**src/rtl/piot_pkg.sv**
```systemverilog
// Shared types and constants for the paced interval overrun tracker.
// Used by piot_div and paced_interval_overrun_tracker_unit; depends on nothing.
`timescale 1ns / 1ps

package piot_pkg;

  // Field widths
  localparam int TIME_BITS   = 40;
  localparam int COUNT_BITS  = 32;
  localparam int BUDGET_BITS = 16;
  localparam int TOTAL_BITS  = 64;

  // Saturating count adder and budget compare widths
  localparam int SUM_W = ((TIME_BITS > COUNT_BITS) ? TIME_BITS : COUNT_BITS) + 2;
  localparam int CMP_W = ((COUNT_BITS > BUDGET_BITS) ? COUNT_BITS : BUDGET_BITS) + 1;

  // Divider step counter
  localparam int DIV_CNT_W = $clog2(TIME_BITS + 1);

  // Configuration port
  localparam int CFG_IDX_W  = 1;
  localparam int CFG_DATA_W = TIME_BITS;
  localparam logic [CFG_IDX_W-1:0] CFG_INTERVAL_NS = 1'd0;
  localparam logic [CFG_IDX_W-1:0] CFG_LOCK_BUDGET = 1'd1;

  localparam logic [TIME_BITS-1:0] INTERVAL_RESET = TIME_BITS'(64'd1000000);
  localparam logic [COUNT_BITS-1:0] COUNT_MAX = '1;

  // Operation codes
  localparam logic OP_TICK  = 1'b0;
  localparam logic OP_PAUSE = 1'b1;

  // Divider request and response
  typedef struct packed {
    logic                 start;
    logic [TIME_BITS-1:0] dividend;
    logic [TIME_BITS-1:0] divisor;
  } div_req_t;

  typedef struct packed {
    logic                 busy;
    logic                 done;
    logic [TIME_BITS-1:0] quotient;
    logic [TIME_BITS-1:0] remainder;
  } div_rsp_t;

endpackage

```
**src/rtl/paced_interval_overrun_tracker_unit.sv**
```systemverilog
// Flow: a tick within the interval goes through the update and finish steps; an overrun
// tick with a nonzero interval first waits in the divide step; a pause beat takes the pause step.
// Throughput: one item at a time; input is ready again once the result sits in the
// output register, and a waiting result stalls only the finishing and pause steps.
// Reset (rst, synchronous): interval 1000000 ns, budget 0, count, flags and total zero.
// Depends on piot_pkg and piot_div.
`timescale 1ns / 1ps

module paced_interval_overrun_tracker_unit (
  input  logic                                clk,
  input  logic                                rst,
  // configuration
  input  logic                                cfg_we,
  input  logic [piot_pkg::CFG_IDX_W-1:0]      cfg_index,
  input  logic [piot_pkg::CFG_DATA_W-1:0]     cfg_data,
  // input beat
  input  logic                                in_valid,
  output logic                                in_ready,
  input  logic                                operation,
  input  logic [piot_pkg::TIME_BITS-1:0]      elapsed_ns,
  input  logic                                pause_value,
  // result beat
  output logic                                out_valid,
  input  logic                                out_ready,
  output logic [piot_pkg::TIME_BITS-1:0]      wait_ns,
  output logic [piot_pkg::TIME_BITS-1:0]      missed_intervals,
  output logic [piot_pkg::COUNT_BITS-1:0]     interval_count,
  output logic                                is_locked,
  output logic [piot_pkg::TOTAL_BITS-1:0]     total_elapsed_ns
);

  localparam int T = piot_pkg::TIME_BITS;
  localparam int C = piot_pkg::COUNT_BITS;
  localparam int B = piot_pkg::BUDGET_BITS;
  localparam int W = piot_pkg::TOTAL_BITS;

  typedef enum logic [2:0] {
    S_IDLE,
    S_DIV,
    S_UPDATE,
    S_FINISH,
    S_PAUSE
  } state_t;

  state_t state;

  // configuration registers
  logic [T-1:0] interval_ns;
  logic [B-1:0] lock_budget;

  // tracker state
  logic [C-1:0] count_reg;
  logic         locked_flag;
  logic         paused_flag;
  logic [W-1:0] total_time;
  logic [T-1:0] last_missed;

  // per-item working registers
  logic [T-1:0] el_q;
  logic         overrun_q;
  logic [T-1:0] missed_q;
  logic [T-1:0] rem_q;
  logic [T-1:0] wait_q;
  logic         pause_q;

  piot_pkg::div_req_t div_req;
  piot_pkg::div_rsp_t div_rsp;

  logic                   in_fire;
  logic                   slot_free;
  logic                   overrun_in;
  logic [piot_pkg::SUM_W-1:0] count_sum;
  logic [C-1:0]           count_sat;
  logic [T-1:0]           wait_raw;
  logic [piot_pkg::CMP_W-1:0] count_cmp;
  logic [piot_pkg::CMP_W-1:0] budget_cmp;
  logic                   grant;
  logic [T-1:0]           fin_wait;
  logic [W-1:0]           fin_total;
  logic                   fin_clear;
  logic [C-1:0]           fin_count;
  logic                   fin_locked;
  logic                   pz_clear;

  assign in_ready  = (state == S_IDLE);
  assign in_fire   = in_valid && in_ready;
  assign slot_free = !out_valid || out_ready;
  assign overrun_in = (elapsed_ns > interval_ns);

  // Start the divider only for an overrun with a nonzero interval
  always_comb begin
    div_req.start    = in_fire && (operation == piot_pkg::OP_TICK) && overrun_in
                       && (interval_ns != '0);
    div_req.dividend = elapsed_ns;
    div_req.divisor  = interval_ns;
  end

  piot_div u_div (
    .clk (clk),
    .rst (rst),
    .req (div_req),
    .rsp (div_rsp)
  );

  // Saturating count advance and remaining wait
  always_comb begin
    count_sum = piot_pkg::SUM_W'(count_reg) + piot_pkg::SUM_W'(missed_q)
                + piot_pkg::SUM_W'(1);
    count_sat = (count_sum > piot_pkg::SUM_W'(piot_pkg::COUNT_MAX))
                ? piot_pkg::COUNT_MAX : count_sum[C-1:0];
    if (overrun_q && (interval_ns == '0)) begin
      wait_raw = '0;
    end else begin
      wait_raw = interval_ns - (overrun_q ? rem_q : el_q);
    end
  end

  // Grant the wait and decide on unlocking
  always_comb begin
    count_cmp  = piot_pkg::CMP_W'(count_reg);
    budget_cmp = piot_pkg::CMP_W'(lock_budget);
    grant      = paused_flag || (count_cmp <= budget_cmp + piot_pkg::CMP_W'(1))
                 || (lock_budget == '0);
    fin_wait   = grant ? wait_q : '0;
    fin_total  = total_time + W'(fin_wait);
    fin_clear  = (lock_budget != '0) && !paused_flag && (count_cmp > budget_cmp);
    fin_count  = fin_clear ? '0 : count_reg;
    fin_locked = (lock_budget != '0) && !fin_clear;
    pz_clear   = !pause_q && (count_cmp >= budget_cmp);
  end

  // Hold configuration; writes are for the user to make only while idle, the block itself does not enforce it
  always_ff @(posedge clk) begin
    if (rst) begin
      interval_ns <= piot_pkg::INTERVAL_RESET;
      lock_budget <= '0;
    end else if (cfg_we) begin
      unique case (cfg_index)
        piot_pkg::CFG_INTERVAL_NS: interval_ns <= cfg_data[T-1:0];
        piot_pkg::CFG_LOCK_BUDGET: lock_budget <= cfg_data[B-1:0];
        default: ;
      endcase
    end
  end

  // Sequencer, tracker state and result register
  always_ff @(posedge clk) begin
    if (rst) begin
      state       <= S_IDLE;
      out_valid   <= 1'b0;
      count_reg   <= '0;
      locked_flag <= 1'b0;
      paused_flag <= 1'b0;
      total_time  <= '0;
      last_missed <= '0;
    end else begin
      // Drop the result once taken, unless a new one loads in the same cycle
      if (out_valid && out_ready && (state != S_FINISH) && (state != S_PAUSE)) begin
        out_valid <= 1'b0;
      end
      unique case (state)
        S_IDLE: begin
          if (in_fire) begin
            el_q      <= elapsed_ns;
            overrun_q <= overrun_in;
            missed_q  <= overrun_in ? elapsed_ns : '0;
            pause_q   <= pause_value;
            if (operation == piot_pkg::OP_PAUSE) begin
              state <= S_PAUSE;
            end else if (div_req.start) begin
              state <= S_DIV;
            end else begin
              state <= S_UPDATE;
            end
          end
        end
        S_DIV: begin
          if (div_rsp.done) begin
            missed_q <= div_rsp.quotient;
            rem_q    <= div_rsp.remainder;
            state    <= S_UPDATE;
          end
        end
        S_UPDATE: begin
          count_reg   <= count_sat;
          locked_flag <= 1'b1;
          last_missed <= missed_q;
          total_time  <= total_time + W'(el_q);
          wait_q      <= wait_raw;
          state       <= S_FINISH;
        end
        S_FINISH: begin
          if (slot_free) begin
            total_time       <= fin_total;
            count_reg        <= fin_count;
            locked_flag      <= fin_locked;
            out_valid        <= 1'b1;
            wait_ns          <= fin_wait;
            missed_intervals <= last_missed;
            interval_count   <= fin_count;
            is_locked        <= fin_locked;
            total_elapsed_ns <= fin_total;
            state            <= S_IDLE;
          end
        end
        S_PAUSE: begin
          if (slot_free) begin
            paused_flag      <= pause_q;
            out_valid        <= 1'b1;
            wait_ns          <= '0;
            missed_intervals <= last_missed;
            interval_count   <= pz_clear ? '0 : count_reg;
            is_locked        <= pz_clear ? 1'b0 : locked_flag;
            total_elapsed_ns <= total_time;
            if (pz_clear) begin
              count_reg   <= '0;
              locked_flag <= 1'b0;
            end
            state <= S_IDLE;
          end
        end
        default: state <= S_IDLE;
      endcase
    end
  end

  // One item in flight: an accepted beat closes the input until its result lands
  a_one_in_flight: assert property (@(posedge clk) disable iff (rst)
    in_valid && in_ready |=> !in_ready)
    else $error("input accepted while an item is in flight");

  // The divider reports only while the sequencer waits for it
  a_div_done_state: assert property (@(posedge clk) disable iff (rst)
    div_rsp.done |-> (state == S_DIV))
    else $error("divider finished outside the divide step");

  // The divider runs only during the divide step
  a_div_busy_state: assert property (@(posedge clk) disable iff (rst)
    div_rsp.busy |-> (state == S_DIV))
    else $error("divider busy outside the divide step");

  // A locked timer never shows a cleared count
  a_locked_count: assert property (@(posedge clk) disable iff (rst)
    locked_flag |-> (count_reg != '0))
    else $error("locked with a zero interval count");

endmodule

```
**src/rtl/piot_div.sv**
```systemverilog
// Iterative restoring divider: one quotient bit per cycle.
// Depends on piot_pkg for widths and the request/response structs.
`timescale 1ns / 1ps

module piot_div (
  input  logic              clk,
  input  logic              rst,
  input  piot_pkg::div_req_t req,
  output piot_pkg::div_rsp_t rsp
);

  localparam int T = piot_pkg::TIME_BITS;

  logic                           busy;
  logic                           done;
  logic [piot_pkg::DIV_CNT_W-1:0] cnt;
  logic [T-1:0]                   rem;
  logic [T-1:0]                   quo;
  logic [T-1:0]                   dvs;

  logic [T:0] shifted;
  logic [T:0] diff;
  logic       ge;

  // Shift in the next dividend bit and try one subtract
  always_comb begin
    shifted = {rem, quo[T-1]};
    diff    = shifted - {1'b0, dvs};
    ge      = (shifted >= {1'b0, dvs});
  end

  // Load on start, then advance one bit a cycle
  always_ff @(posedge clk) begin
    if (rst) begin
      busy <= 1'b0;
      done <= 1'b0;
      cnt  <= '0;
    end else begin
      done <= 1'b0;
      if (req.start && !busy) begin
        busy <= 1'b1;
        cnt  <= piot_pkg::DIV_CNT_W'(T);
        rem  <= '0;
        quo  <= req.dividend;
        dvs  <= req.divisor;
      end else if (busy) begin
        rem <= ge ? diff[T-1:0] : shifted[T-1:0];
        quo <= {quo[T-2:0], ge};
        cnt <= cnt - piot_pkg::DIV_CNT_W'(1);
        if (cnt == piot_pkg::DIV_CNT_W'(1)) begin
          busy <= 1'b0;
          done <= 1'b1;
        end
      end
    end
  end

  assign rsp.busy      = busy;
  assign rsp.done      = done;
  assign rsp.quotient  = quo;
  assign rsp.remainder = rem;

endmodule
```
**config.mk**
```make
export PLATFORM = sky130hd
export DESIGN_NAME = paced_interval_overrun_tracker_unit
export DESIGN_NICKNAME = d
export VERILOG_FILES = /design/src/rtl/piot_pkg.sv /design/src/rtl/paced_interval_overrun_tracker_unit.sv /design/src/rtl/piot_div.sv
export SDC_FILE = /design/constraint.sdc
export NUM_CORES = 2
export LEC_CHECK = 0
export ABC_AREA = 1
export BUFFER_PORTS_ARGS = -buffer_cell sky130_fd_sc_hd__buf_2
export CORE_ASPECT_RATIO = 2
export CORE_MARGIN = 2
export CORE_UTILIZATION = 40
export CTS_CLUSTER_SIZE = 12
export DETAILED_ROUTE_END_ITERATION = 10
export GPL_TIMING_DRIVEN = 0
export HOLD_SLACK_MARGIN = 0.05
export SLEW_MARGIN = 20
export SYNTH_ARGS = -nofsm -noshare
export SYNTH_HDL_FRONTEND = slang
export SYNTH_SLANG_ARGS = --single-unit
export TNS_END_PERCENT = 30
```
**constraint.sdc**
```tcl
create_clock -name clk -period 26.5 [get_ports clk]
set_input_delay 5.3 -clock clk [delete_from_list [all_inputs] [get_ports clk]]
set_output_delay 5.3 -clock clk [all_outputs]
set_load 0.01 [all_outputs]
```
==> metrics.md <==
| Metric | Value |
|---|---|
| Run status | `finished clean` |
| Power Density | `100 nW/µm²` |
| Slew @ Worst Pin | `1.28 ns` |
| Clock Latency Late Sink | `0.72 ns` |
| # hold bufs at CTS | `0` |
| Sequential fraction of the synthesis area | `41.1%` |
| Fmax | `119 MHz` |
| Setup Fix Bufs, Post-CTS | `0` |
| Fin nets | `6437` |
| Crit share post-route | `31.6%` |
| TritonCTS clock tree | `done` |
| Initial antenna violation count | `13` |
| First-pass detailed-route iteration total | `9` |
| Reg clk slew, reported paths | `0.06 ns` |
| WHS Endpoint | `missed_intervals[25]$_DFFE_PP_` |
| Worst Hold Class | `register to register` |
| Cell total after placement | `7386` |
| Post-Syn Nets | `between 6000 and 7000` |
| Critical path, cell by cell | `buf_2, clkbuf_1, nor3_2, buf_4, buf_4, buf_4, buf_4, buf_4, buf_4, buf_4, buf_4, buf_4, buf_4, buf_6` |
| Crit. End Element | `register` |
| CP dominant cell by count | `buf_4` |
| Via count | `42800` |
| Setup repair after global routing missed its margin | `false` |
| Crit path time final | `between 8 and 9 ns` |
| Slew Viols, Final | `0` |
| Average cell area after synthesis | `7.64 µm²` |
| Reg2Reg Capture Point | `total_elapsed_ns[42]$_DFFE_PP_` |
| Clock skew | `between 0.04 and 0.05 ns` |
| Synthesis-to-finish area growth | `13.2%` |
| Sequential Power Share | `33.0%` |
| Most area-consuming cells after synthesis | `edfxtp_1, nand2_1, dfxtp_1` |
| Reg2reg setup slack | `18.32 ns` |
| Clock power share | `around a fifth` |
| RePlAce Congestion | `1.11` |
| Highest metal used | `met5` |
| CP max-delay cell | `nor3_2` |
| IO Count | `267` |
| Row count | `171` |
| Synth top cells by count | `nand2_1, inv_1, nor2_1` |
| Crit-path max cell delay | `roughly 0.5 ns` |
| Gate Count Post-Synth | `roughly 5700` |
| Sw frac | `47.1%` |
| Max clock buf depth | `3` |
| Die span in y | `471 µm` |
| Worst path depth | `14` |
| CP required | `approximately 27 ns` |
| Synth top area share | `about a third` |
| First-pass GRT wire length | `roughly 290000 µm` |
| Fin Setup TNS | `0 ns` |
| Worst-path fanout max | `12` |
| Slew headroom | `14.7%` |
| Reg2reg start | `lock_budget[0]$_SDFFE_PP0P_` |
| Worst Path Class, Setup | `input pin to register` |
| Share of cells above drive strength 1 | `9.84%` |
| Hold Violations, Final | `0` |
| DP Wirelength | `166000 µm` |
| Yosys top cell by area | `edfxtp_1` |
| Crit path arrival time | `8.77 ns` |
| Peak supply drop | `0.0000586 V` |
| Worst hold path stage count | `0` |
| Routed Wire Length | `204000 µm` |
| P_int | `around 2.6 mW` |
| CP Launch Type | `input pin` |
| DRC errors left | `0` |
| Number of synthesis warnings | `0` |
| Die width | `237 µm` |
| Netlist cell types | `64` |
| Count leader, synth | `nand2_1` |
| Synthesized cell area | `43600 µm²` |
| Pre-CTS WS | `17.44 ns` |
| Comb pwr share | `46.3%` |
| Largest registers | `total_elapsed_ns (64), total_time (64)` |
| Metal3 WL | `around 13000 µm` |
| Slack of the critical path | `about 18 ns` |
| Max H-tree Level | `3` |
| Post-synth ARST share | `0%` |
| Leak Pwr | `22.1 nW` |
| Via-to-Cell Ratio | `5.69` |
| Initial DRC count | `3956` |
| Placeable Area | `108000 µm²` |
| Largest net degree at the start of global routing | `31` |
| Post-synth EDFFs | `459` |
| Number of buffers created by CTS | `71` |
| CP Buf/Inv Count | `13` |
| Vias in the first global route | `~42000` |
| Total gr overflow | `0` |
| DR WL/cell | `27.1 µm` |
| Top Family by Delay on Critical Path | `buffers and inverters` |
| Clk sinks | `665` |
| Initial core utilization | `about 40%` |
| FF/Latch Area | `about 18000 µm²` |
| Total power | `4.95 mW` |
| Ys flop type | `edfxtp_1` |
| Worst R2R Path Depth | `28` |
| MaxCap Viol Count | `0` |
| Die area | `112000 µm²` |
| M1 WL | `66700 µm` |
| Sw Pwr | `2.33 mW` |
| I/O Buffers | `around 270` |
| Clock Root Buffer | `clkbuf_16` |
| FF+latch count, synth | `~670` |
| # fillers | `11200` |
| Final setup viols | `0` |
| GRT Total Usage | `36.0%` |
| Met2 WL post-DR | `101000 µm` |
| Critical path origin | `rst` |
| Hold Startpoint | `last_missed[25]$_SDFFE_PP0P_` |
| Routed Antenna Nets | `0` |
| Final Non-Filler Cells | `roughly 7500` |
| Resized Gates After CTS | `0` |
| Footprint of the multi-input gates | `22100 µm²` |
stage by stage:
stage,util (%),hold slack [ns],instance area (µm²)
after floorplan,-,0.403,43600
after global placement,43.1,0.415,46700
after detailed placement,43.5,0.419,47100
after CTS,45.6,0.426,49400
after global routing,45.6,0.440,49400
final,45.6,0.428,49400
worst register-to-register path: cells and delay by family (launching register included):
kind                     cells  cell delay, ns
buffers and inverters        4            0.78
XOR/XNOR                     1            0.17
AO/OA/AOI/OAI                7            2.30
flip-flops                   1            0.36
adder cells (fa/ha/maj)      3            0.78
AND/OR/NAND/NOR             13            3.53
routing by layer:
layer  global-route usage, %  up-vias
met5                       0        -
met4                    34.5        2
met3                    6.18      772
met2                    63.4     1967
met1                    35.3    20100
li1                        -    19900
worst max-delay path by stage:
| stage | endpoint | slack, ns |
|---|---|---|
| 4_1_cts | wait_ns[16]$_SDFFCE_PP0P_ | 18.15 |
| 5_1_grt | wait_ns[16]$_SDFFCE_PP0P_ | 17.94 |
| 2_1_floorplan | interval_count[0]$_DFFE_PP_ | 10.91 |
| 3_5_place_dp | wait_ns[16]$_SDFFCE_PP0P_ | 17.44 |
| 6_report | wait_ns[23]$_SDFFCE_PP0P_ | 18.13 |
| 3_3_place_gp | wait_ns[16]$_SDFFCE_PP0P_ | 6.92 |
cell type report:
class | count | area share, %
clock inverter | 22 | 0.522
buffer | 171 | 1.66
timing repair buffer | 293 | 3.44
clock buffer | 106 | 4.03
antenna | 5 | 0.0253
multi-input combinational | 4107 | 44.7
sequential | 665 | 36.3
inverter | 767 | 5.83
tap | 1384 | 3.51
logic make-up (layout without fill, tap and decap cells):
family	Yosys count	after routing	share of synthesized area [%]
simple gates	2580	2580	25.6
compound gates	1096	1096	13.7
buf+inv	938	1359	8.46
flops	665	665	41.1
fa+ha+maj	273	273	7.92
xor+xnor	121	121	2.43
mux	37	37	0.849
other cells	0	5	0
power groups by stage:
stage,logic (mW),clock network [mW],registers (mW)
final,2.29,1.02,1.64
after global routing,2.47,1.07,1.64
after CTS,2.23,1.03,1.62
after detailed placement,2.22,0,1.65
after global placement,2.18,0,1.67
after floorplan,1.39,0,1.55
layout by cell type (no fill, tap or decap), types with 9 or more instances in the layout:
cell,n
inv_2,36
a21oi_1,453
inv_1,726
xor2_1,73
buf_2,302
ha_1,268
mux2i_1,37
nor4_1,30
o211ai_1,37
dfxtp_1,206
or2_2,25
o21ai_0,403
nor3_1,51
clkinv_1,9
o31ai_1,11
clkbuf_16,74
buf_4,24
nand3_2,13
nor2_2,16
a31oi_1,23
buf_6,15
nor2_1,599
nand3_1,455
nor3_2,12
a21o_1,31
nand3b_1,20
buf_1,18
clkbuf_1,122
edfxtp_1,459
xnor2_1,48
o21ai_1,47
nand2_2,15
nand2_1,1221
o21a_1,16
o21bai_1,28
a21boi_0,14
nand4_1,80
Note: power is estimated with default switching activity, not from simulation.
